## config.mk

```make
export PLATFORM = sky130hd
export DESIGN_NAME = multi_alarm_set_and_match
export DESIGN_NICKNAME = d
export VERILOG_FILES = /design/src/mas_pkg.sv /design/src/mas_ctrl.sv /design/src/mas_dp.sv /design/src/multi_alarm_set_and_match.sv
export SDC_FILE = /design/constraint.sdc
export NUM_CORES = 1
export LEC_CHECK = 0
export BUFFER_PORTS_ARGS = -buffer_cell sky130_fd_sc_hd__clkbuf_2
export CAP_MARGIN = 10
export CORE_UTILIZATION = 56
export DETAILED_ROUTE_END_ITERATION = 7
export PLACE_DENSITY_LB_ADDON = 0.25
export RECOVER_POWER = 25
export SLEW_MARGIN = 30
export SYNTH_ARGS = -nofsm -noshare
export SYNTH_HDL_FRONTEND = slang
export SYNTH_SLANG_ARGS = --single-unit
```

## constraint.sdc

```tcl
create_clock -name clk -period 4.1 [get_ports clk]
set_clock_uncertainty 0.1 [all_clocks]
set_input_delay 0.205 -clock clk [delete_from_list [all_inputs] [get_ports clk]]
set_output_delay 0.205 -clock clk [all_outputs]
set_load 0.1 [all_outputs]
```

## src/mas_pkg.sv

```systemverilog
// ----------------------------------------------------------------------------
// mas_pkg: shared types and constants for the multi-alarm block
// Request codes, edit-item codes, value limits and the command and status
// bundles that join the controller and the datapath.
// ----------------------------------------------------------------------------
package mas_pkg;

  localparam int REQ_W    = 2;
  localparam int LEVEL_W  = 2;
  localparam int ITEM_W   = 2;
  localparam int HOUR_W   = 5;
  localparam int MINUTE_W = 6;
  localparam int COUNT_W  = 10;
  localparam int SLOT_W   = 3;
  localparam int CFG_IDX_W = 1;

  // request codes
  localparam logic [REQ_W-1:0] REQ_TICK = 2'd0;
  localparam logic [REQ_W-1:0] REQ_MODE = 2'd1;
  localparam logic [REQ_W-1:0] REQ_UP   = 2'd2;
  localparam logic [REQ_W-1:0] REQ_DOWN = 2'd3;

  // press length classes
  localparam logic [LEVEL_W-1:0] LEVEL_SHORT = 2'd0;
  localparam logic [LEVEL_W-1:0] LEVEL_MID   = 2'd1;
  localparam logic [LEVEL_W-1:0] LEVEL_LONG  = 2'd2;

  // edit items
  localparam logic [ITEM_W-1:0] ITEM_SELECT = 2'd0;
  localparam logic [ITEM_W-1:0] ITEM_ENABLE = 2'd1;
  localparam logic [ITEM_W-1:0] ITEM_HOUR   = 2'd2;
  localparam logic [ITEM_W-1:0] ITEM_MINUTE = 2'd3;

  // configuration register indexes
  localparam logic [CFG_IDX_W-1:0] CFG_REPEAT_MID  = 1'd0;
  localparam logic [CFG_IDX_W-1:0] CFG_REPEAT_LONG = 1'd1;

  localparam logic [HOUR_W-1:0]   HOUR_MAX   = 5'd23;
  localparam logic [MINUTE_W-1:0] MINUTE_MAX = 6'd59;
  localparam logic [COUNT_W-1:0]  REPEAT_MAX = 10'd1023;

  localparam logic [COUNT_W-1:0] REPEAT_MID_RESET  = 10'd500;
  localparam logic [COUNT_W-1:0] REPEAT_LONG_RESET = 10'd200;

  typedef struct packed {
    logic load_item;
    logic count_inc;
    logic count_clr;
    logic match;
    logic step;
    logic step_up;
    logic force_select;
    logic toggle_mode;
    logic load_out;
  } mas_cmd_t;

  typedef struct packed {
    logic [REQ_W-1:0] req;
    logic             edit_mode;
    logic             level_ge1;
    logic             fire_up;
    logic             fire_dn;
  } mas_stat_t;

endpackage

```

## src/mas_ctrl.sv

```systemverilog
// ----------------------------------------------------------------------------
// mas_ctrl: sequencing controller
// Accepts one request, walks it through execute and, for ticks in set mode,
// repeat phases and hands the result to the output register.
// ----------------------------------------------------------------------------
module mas_ctrl (
  input  logic               clk,
  input  logic               rst_n,
  input  logic               in_valid,
  output logic               in_ready,
  input  logic               out_ready,
  output logic               out_valid,
  input  mas_pkg::mas_stat_t stat,
  output mas_pkg::mas_cmd_t  cmd
);

  typedef enum logic [4:0] {
    S_IDLE = 5'b00001,
    S_EXEC = 5'b00010,
    S_UP   = 5'b00100,
    S_DN   = 5'b01000,
    S_DONE = 5'b10000
  } state_t;

  state_t state_r, state_nxt;
  logic   out_valid_r, out_valid_nxt;

  always_comb begin
    state_nxt = state_r;
    cmd       = '0;
    in_ready  = 1'b0;
    unique case (state_r)
      S_IDLE: begin
        in_ready = 1'b1;
        if (in_valid) begin
          cmd.load_item = 1'b1;
          state_nxt     = S_EXEC;
        end
      end
      S_EXEC: begin
        state_nxt = S_DONE;
        unique case (stat.req)
          mas_pkg::REQ_TICK: begin
            cmd.count_inc = 1'b1;
            if (stat.edit_mode) begin
              state_nxt = S_UP;
            end else begin
              cmd.match = 1'b1;
            end
          end
          mas_pkg::REQ_MODE: begin
            cmd.count_clr   = 1'b1;
            cmd.toggle_mode = stat.level_ge1;
          end
          mas_pkg::REQ_UP: begin
            cmd.count_clr    = 1'b1;
            cmd.step         = 1'b1;
            cmd.step_up      = 1'b1;
            cmd.force_select = !stat.edit_mode;
          end
          mas_pkg::REQ_DOWN: begin
            cmd.count_clr = 1'b1;
            cmd.step      = stat.edit_mode;
          end
          default: ;
        endcase
      end
      S_UP: begin
        if (stat.fire_up) begin
          cmd.step      = 1'b1;
          cmd.step_up   = 1'b1;
          cmd.count_clr = 1'b1;
        end
        state_nxt = S_DN;
      end
      S_DN: begin
        if (stat.fire_dn) begin
          cmd.step      = 1'b1;
          cmd.count_clr = 1'b1;
        end
        state_nxt = S_DONE;
      end
      S_DONE: begin
        if (!out_valid_r || out_ready) begin
          cmd.load_out = 1'b1;
          state_nxt    = S_IDLE;
        end
      end
      default: state_nxt = S_IDLE;
    endcase
  end

  always_comb begin
    out_valid_nxt = out_valid_r;
    if (cmd.load_out) begin
      out_valid_nxt = 1'b1;
    end else if (out_ready) begin
      out_valid_nxt = 1'b0;
    end
  end

  always_ff @(posedge clk) begin
    if (!rst_n) begin
      state_r     <= S_IDLE;
      out_valid_r <= 1'b0;
    end else begin
      state_r     <= state_nxt;
      out_valid_r <= out_valid_nxt;
    end
  end

  assign out_valid = out_valid_r;

endmodule

```

## src/mas_dp.sv

```systemverilog
// ----------------------------------------------------------------------------
// mas_dp: alarm datapath
// Holds the slots, selection, set-mode flag, repeat counter, interval
// registers and the result register; applies one command set per cycle.
// ----------------------------------------------------------------------------
module mas_dp #(
  parameter int NUM_SLOTS = 5
) (
  input  logic                                clk,
  input  logic                                rst_n,
  input  mas_pkg::mas_cmd_t                   cmd,
  output mas_pkg::mas_stat_t                  stat,
  input  logic                                cfg_we,
  input  logic [mas_pkg::CFG_IDX_W-1:0]       cfg_index,
  input  logic [mas_pkg::COUNT_W-1:0]         cfg_wdata,
  input  logic [mas_pkg::REQ_W-1:0]           in_req_type,
  input  logic [mas_pkg::LEVEL_W-1:0]         in_press_level,
  input  logic                                in_up_held,
  input  logic                                in_down_held,
  input  logic [mas_pkg::ITEM_W-1:0]          in_edit_item,
  input  logic [mas_pkg::HOUR_W-1:0]          in_now_hour,
  input  logic [mas_pkg::MINUTE_W-1:0]        in_now_minute,
  output logic                                out_ring,
  output logic                                out_set_mode,
  output logic [mas_pkg::SLOT_W-1:0]          out_sel_slot,
  output logic [mas_pkg::HOUR_W-1:0]          out_sel_hour,
  output logic [mas_pkg::MINUTE_W-1:0]        out_sel_minute,
  output logic                                out_sel_enabled
);

  localparam int SELW = $clog2(NUM_SLOTS + 1);
  localparam int IDXW = (NUM_SLOTS > 1) ? $clog2(NUM_SLOTS) : 1;
  localparam logic [SELW-1:0] SEL_ONE  = SELW'(1);
  localparam logic [SELW-1:0] SEL_LAST = SELW'(NUM_SLOTS);

  // latched request
  logic [mas_pkg::REQ_W-1:0]    req_r;
  logic [mas_pkg::LEVEL_W-1:0]  level_r;
  logic                         up_held_r;
  logic                         down_held_r;
  logic [mas_pkg::ITEM_W-1:0]   item_r;
  logic [mas_pkg::HOUR_W-1:0]   now_hour_r;
  logic [mas_pkg::MINUTE_W-1:0] now_minute_r;

  // architectural state
  logic [mas_pkg::HOUR_W-1:0]   slot_hour_r   [NUM_SLOTS];
  logic [mas_pkg::MINUTE_W-1:0] slot_minute_r [NUM_SLOTS];
  logic [NUM_SLOTS-1:0]         slot_enable_r, slot_enable_nxt;
  logic [SELW-1:0]              selected_r, selected_nxt;
  logic                         edit_mode_r, edit_mode_nxt;
  logic [mas_pkg::COUNT_W-1:0]  count_r, count_nxt;
  logic                         ring_r, ring_nxt;
  logic [mas_pkg::COUNT_W-1:0]  mid_r, long_r;

  // result register
  logic                         res_ring_r;
  logic                         res_mode_r;
  logic [mas_pkg::SLOT_W-1:0]   res_slot_r;
  logic [mas_pkg::HOUR_W-1:0]   res_hour_r;
  logic [mas_pkg::MINUTE_W-1:0] res_minute_r;
  logic                         res_enabled_r;

  logic [SELW-1:0]              sel_m1;
  logic [IDXW-1:0]              sel_idx;
  logic [SELW+2:0]              sel_ext;
  logic [mas_pkg::HOUR_W-1:0]   cur_hour, hour_nxt;
  logic [mas_pkg::MINUTE_W-1:0] cur_minute, minute_nxt;
  logic                         cur_enable, enable_nxt;
  logic                         slot_wr;
  logic [mas_pkg::ITEM_W-1:0]   step_item;
  logic                         lvl_fire;
  logic [NUM_SLOTS-1:0]         hit;

  assign sel_m1     = selected_r - SEL_ONE;
  assign sel_idx    = sel_m1[IDXW-1:0];
  assign sel_ext    = {3'b000, selected_r};
  assign cur_hour   = slot_hour_r[sel_idx];
  assign cur_minute = slot_minute_r[sel_idx];
  assign cur_enable = slot_enable_r[sel_idx];

  // repeat threshold check on the current count
  assign lvl_fire = ((level_r == mas_pkg::LEVEL_MID)  && (count_r >= mid_r)) ||
                    ((level_r == mas_pkg::LEVEL_LONG) && (count_r >= long_r));

  assign stat.req       = req_r;
  assign stat.edit_mode = edit_mode_r;
  assign stat.level_ge1 = (level_r != mas_pkg::LEVEL_SHORT);
  assign stat.fire_up   = up_held_r && lvl_fire;
  assign stat.fire_dn   = down_held_r && lvl_fire;

  always_comb begin
    for (int k = 0; k < NUM_SLOTS; k++) begin
      hit[k] = slot_enable_r[k] && (slot_hour_r[k] == now_hour_r) &&
               (slot_minute_r[k] == now_minute_r);
    end
  end

  // single step on the selected slot or the selection
  always_comb begin
    step_item    = cmd.force_select ? mas_pkg::ITEM_SELECT : item_r;
    selected_nxt = selected_r;
    hour_nxt     = cur_hour;
    minute_nxt   = cur_minute;
    enable_nxt   = cur_enable;
    slot_wr      = 1'b0;
    if (cmd.step) begin
      unique case (step_item)
        mas_pkg::ITEM_SELECT: begin
          if (cmd.step_up) begin
            selected_nxt = (selected_r >= SEL_LAST) ? SEL_ONE : selected_r + SEL_ONE;
          end else begin
            selected_nxt = (selected_r <= SEL_ONE) ? SEL_LAST : selected_r - SEL_ONE;
          end
        end
        mas_pkg::ITEM_ENABLE: begin
          slot_wr    = 1'b1;
          enable_nxt = !cur_enable;
          if (!cur_enable) begin
            hour_nxt   = now_hour_r;
            minute_nxt = now_minute_r;
          end
        end
        mas_pkg::ITEM_HOUR: begin
          slot_wr = 1'b1;
          if (cmd.step_up) begin
            hour_nxt = (cur_hour >= mas_pkg::HOUR_MAX) ? '0 : cur_hour + 1'b1;
          end else begin
            hour_nxt = (cur_hour == '0) ? mas_pkg::HOUR_MAX : cur_hour - 1'b1;
          end
        end
        mas_pkg::ITEM_MINUTE: begin
          slot_wr = 1'b1;
          if (cmd.step_up) begin
            minute_nxt = (cur_minute >= mas_pkg::MINUTE_MAX) ? '0 : cur_minute + 1'b1;
          end else begin
            minute_nxt = (cur_minute == '0) ? mas_pkg::MINUTE_MAX : cur_minute - 1'b1;
          end
        end
        default: ;
      endcase
    end
  end

  always_comb begin
    slot_enable_nxt = slot_enable_r;
    ring_nxt        = ring_r;
    count_nxt       = count_r;
    edit_mode_nxt   = edit_mode_r;
    if (cmd.load_item) begin
      ring_nxt = 1'b0;
    end
    if (cmd.match) begin
      slot_enable_nxt = slot_enable_r & ~hit;
      ring_nxt        = |hit;
    end
    if (slot_wr) begin
      slot_enable_nxt[sel_idx] = enable_nxt;
    end
    if (cmd.count_clr) begin
      count_nxt = '0;
    end else if (cmd.count_inc && (count_r != mas_pkg::REPEAT_MAX)) begin
      count_nxt = count_r + 1'b1;
    end
    if (cmd.toggle_mode) begin
      edit_mode_nxt = !edit_mode_r;
    end
  end

  always_ff @(posedge clk) begin
    if (!rst_n) begin
      for (int k = 0; k < NUM_SLOTS; k++) begin
        slot_hour_r[k]   <= '0;
        slot_minute_r[k] <= '0;
      end
      slot_enable_r <= '0;
      selected_r    <= SEL_ONE;
      edit_mode_r   <= 1'b0;
      count_r       <= '0;
      ring_r        <= 1'b0;
      mid_r         <= mas_pkg::REPEAT_MID_RESET;
      long_r        <= mas_pkg::REPEAT_LONG_RESET;
    end else begin
      if (slot_wr) begin
        slot_hour_r[sel_idx]   <= hour_nxt;
        slot_minute_r[sel_idx] <= minute_nxt;
      end
      slot_enable_r <= slot_enable_nxt;
      selected_r    <= selected_nxt;
      edit_mode_r   <= edit_mode_nxt;
      count_r       <= count_nxt;
      ring_r        <= ring_nxt;
      if (cfg_we && (cfg_index == mas_pkg::CFG_REPEAT_MID)) begin
        mid_r <= cfg_wdata;
      end
      if (cfg_we && (cfg_index == mas_pkg::CFG_REPEAT_LONG)) begin
        long_r <= cfg_wdata;
      end
    end
  end

  // payload registers
  always_ff @(posedge clk) begin
    if (cmd.load_item) begin
      req_r        <= in_req_type;
      level_r      <= in_press_level;
      up_held_r    <= in_up_held;
      down_held_r  <= in_down_held;
      item_r       <= in_edit_item;
      now_hour_r   <= in_now_hour;
      now_minute_r <= in_now_minute;
    end
    if (cmd.load_out) begin
      res_ring_r    <= ring_r;
      res_mode_r    <= edit_mode_r;
      res_slot_r    <= sel_ext[mas_pkg::SLOT_W-1:0];
      res_hour_r    <= cur_hour;
      res_minute_r  <= cur_minute;
      res_enabled_r <= cur_enable;
    end
  end

  assign out_ring        = res_ring_r;
  assign out_set_mode    = res_mode_r;
  assign out_sel_slot    = res_slot_r;
  assign out_sel_hour    = res_hour_r;
  assign out_sel_minute  = res_minute_r;
  assign out_sel_enabled = res_enabled_r;

endmodule

```

## src/multi_alarm_set_and_match.sv

```systemverilog
// ----------------------------------------------------------------------------
// multi_alarm_set_and_match: five-slot alarm with set mode and time match
// Top level joining the sequencing controller and the alarm datapath.
// ----------------------------------------------------------------------------
// Usage:
//   Input channel (in_valid/in_ready) carries one request: a millisecond
//   tick or a mode/up/down button release, plus the held buttons, press
//   class, edit item and the current time.
//   Output channel (out_valid/out_ready) returns exactly one result per
//   request: ring, the set-mode flag and the selected slot's contents.
//   Configuration port (cfg_we/cfg_index/cfg_wdata) writes the mid and long
//   auto-repeat intervals; write only while no request is in flight.
//   Releases and ticks outside set mode take the execute phase only; ticks
//   in set mode also take the up-repeat and down-repeat phases, the
//   controller walking these phases in turn on one step unit.
//   A new request is taken only once the last is through; the input is taken
//   again as soon as the result moves into the output register.
//   Reset (synchronous, active low) clears all slots, selects slot 1, leaves
//   set mode, clears the repeat counter and restores intervals 500 and 200.
//   A stalled receiver holds the result in the output register; the next
//   request is still accepted and processed, then waits to hand over.
// ----------------------------------------------------------------------------
module multi_alarm_set_and_match #(
  parameter int NUM_SLOTS = 5
) (
  input  logic                          clk,
  input  logic                          rst_n,
  // request channel
  input  logic                          in_valid,
  output logic                          in_ready,
  input  logic [mas_pkg::REQ_W-1:0]     in_req_type,
  input  logic [mas_pkg::LEVEL_W-1:0]   in_press_level,
  input  logic                          in_up_held,
  input  logic                          in_down_held,
  input  logic [mas_pkg::ITEM_W-1:0]    in_edit_item,
  input  logic [mas_pkg::HOUR_W-1:0]    in_now_hour,
  input  logic [mas_pkg::MINUTE_W-1:0]  in_now_minute,
  // result channel
  output logic                          out_valid,
  input  logic                          out_ready,
  output logic                          out_ring,
  output logic                          out_set_mode,
  output logic [mas_pkg::SLOT_W-1:0]    out_sel_slot,
  output logic [mas_pkg::HOUR_W-1:0]    out_sel_hour,
  output logic [mas_pkg::MINUTE_W-1:0]  out_sel_minute,
  output logic                          out_sel_enabled,
  // configuration
  input  logic                          cfg_we,
  input  logic [mas_pkg::CFG_IDX_W-1:0] cfg_index,
  input  logic [mas_pkg::COUNT_W-1:0]   cfg_wdata
);

  mas_pkg::mas_cmd_t  cmd;
  mas_pkg::mas_stat_t stat;

  // sequence each request: execute, then optional repeat phases, then hand off
  mas_ctrl u_ctrl (
    .clk       (clk),
    .rst_n     (rst_n),
    .in_valid  (in_valid),
    .in_ready  (in_ready),
    .out_ready (out_ready),
    .out_valid (out_valid),
    .stat      (stat),
    .cmd       (cmd)
  );

  // slots, selection, counters and the result register
  mas_dp #(
    .NUM_SLOTS (NUM_SLOTS)
  ) u_dp (
    .clk             (clk),
    .rst_n           (rst_n),
    .cmd             (cmd),
    .stat            (stat),
    .cfg_we          (cfg_we),
    .cfg_index       (cfg_index),
    .cfg_wdata       (cfg_wdata),
    .in_req_type     (in_req_type),
    .in_press_level  (in_press_level),
    .in_up_held      (in_up_held),
    .in_down_held    (in_down_held),
    .in_edit_item    (in_edit_item),
    .in_now_hour     (in_now_hour),
    .in_now_minute   (in_now_minute),
    .out_ring        (out_ring),
    .out_set_mode    (out_set_mode),
    .out_sel_slot    (out_sel_slot),
    .out_sel_hour    (out_sel_hour),
    .out_sel_minute  (out_sel_minute),
    .out_sel_enabled (out_sel_enabled)
  );

  // ring only comes from a match, which never runs in set mode
  a_ring_not_in_set: assert property (@(posedge clk) disable iff (!rst_n)
    out_valid && out_ring |-> !out_set_mode)
    else $error("ring raised while in set mode");

  // one request at a time: the input closes right after an accept
  a_ready_drops: assert property (@(posedge clk) disable iff (!rst_n)
    in_valid && in_ready |=> !in_ready)
    else $error("input ready held after accept");

  // no result is shown right after a reset edge
  a_reset_empty: assert property (@(posedge clk)
    !rst_n |=> !out_valid)
    else $error("result valid right after reset");

endmodule
```

# Word level (Yosys, flattened, before mapping)
# Memories as Yosys holds them, arrays and structs flattened.
# Cells that the tools add are included.
[word_totals]
elab_cells = 174
mem_bits_rw = 55
memories = 2
ff_bits = 82
input_bits = 35
[op_classes]
n_lt_le_gt_ge = 8
eq_ne = 26
add_sub_neg = 7
mux = 67
reduce_logical = 38
bitwise_logic = 4
[mem_list]
columns = ["memory", "words", "word_bits", "read_ports", "rd_ports_with_merged_regs", "write_ports", "line", "text"]
rows = [
  ["u_dp.slot_minute_r", 5, 6, 6, 0, 5, "mas_dp.sv:47", "logic [mas_pkg::MINUTE_W-1:0] slot_minute_r [NUM_SLOTS];"],
  ["u_dp.slot_hour_r", 5, 5, 6, 0, 5, "mas_dp.sv:46", "logic [mas_pkg::HOUR_W-1:0] slot_hour_r [NUM_SLOTS];"],
]
[ops]
columns = ["operator", "n"]
rows = [
  ["2-to-1 mux 5 bit", 12],
  ["2-to-1 mux 6 bit", 6],
  ["equality test 6 bit", 5],
  ["2-to-1 mux 1 bit", 30],
  ["equality test 5 bit", 5],
  ["one-hot mux 5 bit (5 select lines)", 1],
  ["greater-or-equal comparator 10 bit", 2],
  ["logical AND 1 bit", 18],
  ["2-to-1 mux 3 bit", 5],
  ["one-hot mux 6 bit (2 select lines)", 1],
  ["adder 10 x 1 -> 10 bit, second input constant", 1],
  ["equality test 2 bit, second input constant", 5],
  ["!= test 10 bit, second input constant", 1],
  ["one-hot mux 5 bit (2 select lines)", 1],
  ["OR reduction 5 bit", 2],
  ["2-to-1 mux 2 bit", 4],
  ["adder 6 x 1 -> 6 bit, second input constant", 1],
  ["equality test 2 x 1 -> 1 bit, second input constant", 3],
  ["greater-or-equal comparator 6 bit, second input constant", 1],
  ["logical NOT 6 bit", 1],
  ["one-hot mux 1 bit (3 select lines)", 2],
  ["nonzero test 2 bit", 3],
  ["OR reduction 3 bit", 2],
  ["OR reduction 6 bit", 1],
  ["30 further kinds", 37],
]

# Logic depth before layout (Yosys ltp)
[logic_depth]
word_depth = 13
depth_mapped = 18
ltp_nobuf = 15

# Cells and area by module
# A second synthesis with hierarchy kept.
[hier_totals]
cells_unflattened = 869
hier_area_um2 = 9273.9
[by_module_without_submodules]
columns = ["module", "cells_per_inst", "area_each_um2", "n_inst"]
rows = [
  ["mas_dp", 817, 8872.3, 1],
  ["mas_ctrl", 52, 401.6, 1],
]

# Worst setup path before layout
# Ideal clock, no wire load.
[synth_path]
path_kind = "register -> register"
start = "register u_dp.selected_r[0]"
end = "memory u_dp.slot_minute_r[5][2] in the netlist's numbering (data pin)"
stages_incl_launch_ff = 18
setup_ns = 0.274
t_required_ns = 3.726
arrival_ns = 3.895
n_path_buf = 4
synth_period_minus_slack_ns = 4.269
slack_ns = -0.169
cell_sequence = "dfxtp_1 buf_2 clkinv_1 ha_1 buf_2 buf_2 buf_2 mux4_2 nand2_1 nand2_1 inv_1 ha_1 nand2_1 or4_1 a21oi_1 mux2i_1 a211oi_2 inv_1"
[synth_lines]
columns = ["item", "line", "text"]
rows = [
  ["from (decl)", "mas_dp.sv:49", "logic [SELW-1:0] selected_r, selected_nxt;"],
  ["from (signal assigned)", "mas_dp.sv:188", "selected_r <= selected_nxt;"],
  ["to (decl)", "mas_dp.sv:47", ""],
]

==> key figures <==
Routing
  – Routed wire per std cell: 21.7 µm
  – M1 WL: 10.7 mm
  – Via count: 7321
  – Final WL: 25.7 mm
  – First-pass DRT Iterations: 5
  – # DRC: 0
  – Drt initial violations: 807
  – Wire length on met2: 11.8 mm
  – Final ANT Viol Nets: 0
  – DR vias/cell: 6.19
  – Top layer in use: met4
  – Wire length on met3: 2.20 mm

Worst setup path
  – Startpoint Class: flip-flop
  – Family with the most delay on the worst path: simple AND/OR/NAND/NOR gates
  – Required time worst endpoint: 4150 ps
  – Slowest CP cell: a22oi_1
  – Critical R2R Capture: u_dp.slot_minute_r[7][5]
  – CP Buf/Inv Count: 3
  – Crit-path max cell delay: 530 ps
  – Reg2reg path depth: 11
  – Worst EP arrival: 4010 ps
  – R2r startpoint: u_dp.selected_r[1]
  – R2r setup slk: 130 ps
  – Most common cell on crit path: nand2_1
  – Setup crit end kind: flip-flop
  – Crit-path max FO: 27
  – Cells along the critical path: inv_1, ha_1, buf_12, mux4_2, nand2_1, and2_1, clkinv_1, nand2_1, nand2_1, a22oi_1, nand2_1
  – Crit Path Class: reg -> reg

Pwr
  – Pleak: 4.01 nW
  – Peak VDD IR: 0.330 mV
  – PD cells: 358 nW/µm²
  – Tot Pwr: 3.86 mW

CTS
  – CTS tree: built
  – H-tree lvl count: 4
  – # clock sinks: 170
  – Clock Tree Root: clkbuf_16
  – Clk buf depth: 2
  – Worst-Skew Late Latency: 450 ps
  – Clock slew at the register clock pins of the worst setup and hold paths: 70 ps
  – Num CTS Buffers: 17
  – Setup repair bufs after CTS: 0

Yosys
  – Mapped Area: 9330 µm²
  – Synth Flop Type: edfxtp_1
  – Syn nets: 941
  – Post-Syn Area per Cell: 10.7 µm²
  – Synth unique cells: 77
  – Number of warnings issued by yosys: 0
  – Asr flop ratio synth: 0%
  – Flops & latches, synth: 170
  – Gate Count Post-Synth: 872
  – EDFF count, synth: 124
  – Post-synthesis sequential area ratio: 49.8%

Placement
  – Dpl cell area: 9910 µm²
  – Gpl congestion: 0.996
  – IO buf count: 53
  – HPWL after DPL: 17.8 mm

Timing
  – Tightest Pin Transition: 1600 ps
  – Period utilization: 96.8%
  – Endpoints failing setup: 0
  – Final min period: 3970 ps
  – Fmax: 252 MHz
  – Hold Vio Cnt, Final: 0
  – Relative slew slack: -6.64%
  – Fin Setup TNS: 0 ps
  – Pins Over Slew Limit: 22
  – Unrepaired setup endpoints after global routing: false

Final layout
  – Synth-to-Final Area Change: 15.4%
  – Fillers: 1223
  – Layout cells sized above 1: 12.9%
  – Fin util: 67.1%
  – Post-route cell area: 10800 µm²
  – Number of diodes: 0
  – Nets: 1022

Hold path
  – Hold Path Cell Cnt: 3
  – Worst Hold Class: in -> reg
  – WHS Endpoint: u_ctrl.out_valid
  – Hold Path Origin: out_ready

Floorplan
  – Placeable Area: 16100 µm²
  – Die Width: 131 µm
  – Core Rows: 46
  – Starting density of the core: 58.1%
  – Die area: 17200 µm²
  – IO Count: 54
  – Die Span Y: 131 µm

Global route
  – Largest net degree at the start of global routing: 34
  – Antenna violations before repair: 0
  – Total gr overflow: 0
  – First-pass GRT wire length: 39.0 mm
  – Vias in the first global route: 6945
  – Total track usage: 31.6%

Outcome
  – Status: finished, violations left
  – Failing checks: capacitance limit, slew limit

Job
  – Max-cap violations: 1
-- timing repair --
action | 4_1_cts | 5_1_grt
endpoints found under the setup margin | 0 | 51
endpoints found under the hold margin | 40 | 0
gates resized for setup | 0 | 9
hold buffers | 30 | 0
-- cells in the mapped netlist (all sizes together) (4+ instances only) --
cell	number	area (µm²)
a211oi	9	72.6
a21boi	12	90.1
a21o	5	37.5
a21oi	48	240
a31oi	6	37.5
a32oi	4	35.0
and2	13	81.3
and3	12	75.1
buf	9	51.3
clkbuf	35	131
dfxtp	46	921
edfxtp	124	3720
ha	34	425
inv	50	188
mux2i	24	265
mux4	16	360
nand2	77	289
nand2b	12	75.1
nand3	23	115
nand3b	4	30.0
nand4	24	150
nor2	73	274
nor2b	10	62.6
nor3	13	65.1
nor4	13	81.3
o211ai	14	105
o21a	4	30.0
o21ai	21	105
o31ai	6	50.1
or2	4	25.0
or4	4	30.0
xnor2	66	578
xor2	5	62.6
-- sequential cells by signal (all words and copies together), names as in the netlist, 3 cells and up --
register             flops
u_dp.long_r             10
u_dp.slot_minute_r      48
u_dp.out_sel_slot        3
u_dp.out_sel_hour        5
u_dp.now_minute_r        6
u_ctrl.state_r           5
u_dp.selected_r          3
u_dp.slot_enable_r       5
u_dp.out_sel_minute      6
u_dp.now_hour_r          5
u_dp.mid_r              10
u_dp.slot_hour_r        40
u_dp.count_r            10
-- kinds of logic (layout without fill, tap and decap cells) --
| kind of cell | count (synthesis) | count (layout) | synth area share [%] |
|---|---|---|---|
| simple gates | 292 | 292 | 15.5 |
| flops | 170 | 170 | 49.8 |
| buf+inv | 97 | 191 | 4.10 |
| mux | 42 | 42 | 6.94 |
| xor+xnor | 71 | 71 | 6.86 |
| compound gates | 166 | 166 | 12.3 |
| fa+ha+maj | 34 | 34 | 4.56 |
-- where the power goes --
part	total (mW)	internal [mW]	switching (mW)
combinational	0.319	0.129	0.189
sequential	1.94	1.89	0.0509
clock	1.60	0.899	0.698
-- cell usage in the layout, fill, tap and decap left out, types with 20 or more instances in the layout --
cell             n
xnor2_1         65
mux2i_1         22
nand3_1         23
dlygate4sd3_1   30
a21oi_1         47
ha_1            34
nor2_1          73
nand4_1         24
clkbuf_1        24
edfxtp_1       124
dfxtp_1         46
clkbuf_2        32
inv_1           48
buf_4           20
nand2_1         77
-- per-stage QoR --
step	setup slack [ps]	hold WS [ps]	instances
3_5_place_dp	247	284	1120
2_1_floorplan	53.1	204	872
5_1_grt	13.9	53.8	1182
6_report	133	49.3	1182
3_3_place_gp	294	282	1120
4_1_cts	232	36.1	1182
-- worst reg2reg max path: cells and delay by family (launching register included) --
| family | cells | cell delay (ps) |
|---|---|---|
| fa+ha+maj | 1 | 360 |
| mux | 1 | 530 |
| simple gates | 5 | 1080 |
| flops | 1 | 410 |
| compound gates | 1 | 530 |
| buf+inv | 3 | 660 |
-- layer usage --
layer	global-route usage, %	vias up
met5	0	-
met4	15.1	0
met3	7.39	79
met2	49.9	383
met1	41.4	3489
li1	-	3370
-- worst max path at each step --
stage / cells past startpoint / startpoint / slack, ps / to
2_1_floorplan: 15 / u_dp.selected_r[0] / 50 / u_dp.slot_minute_r[5][1]
6_report: 11 / u_dp.selected_r[1] / 130 / u_dp.slot_minute_r[7][5]
4_1_cts: 11 / u_dp.selected_r[1] / 230 / u_dp.slot_minute_r[6][3]
3_3_place_gp: 9 / u_ctrl.state_r[2] / 290 / u_dp.slot_hour_r[7][3]
3_5_place_dp: 11 / u_dp.selected_r[1] / 250 / u_dp.slot_minute_r[5][3]
5_1_grt: 11 / u_dp.selected_r[1] / 10 / u_dp.slot_minute_r[5][5]
-- layout make-up --
cell class	instances	area [µm²]	share of cell area (%)
clock inverter	14	146	1.36
clock buffer	18	429	3.98
inverter	53	200	1.86
timing repair buffer	106	717	6.66
multi-input combinational	605	4370	40.5
tap	216	270	2.51
sequential	170	4640	43.1
No activity file was read; power rests on OpenSTA's default activity.
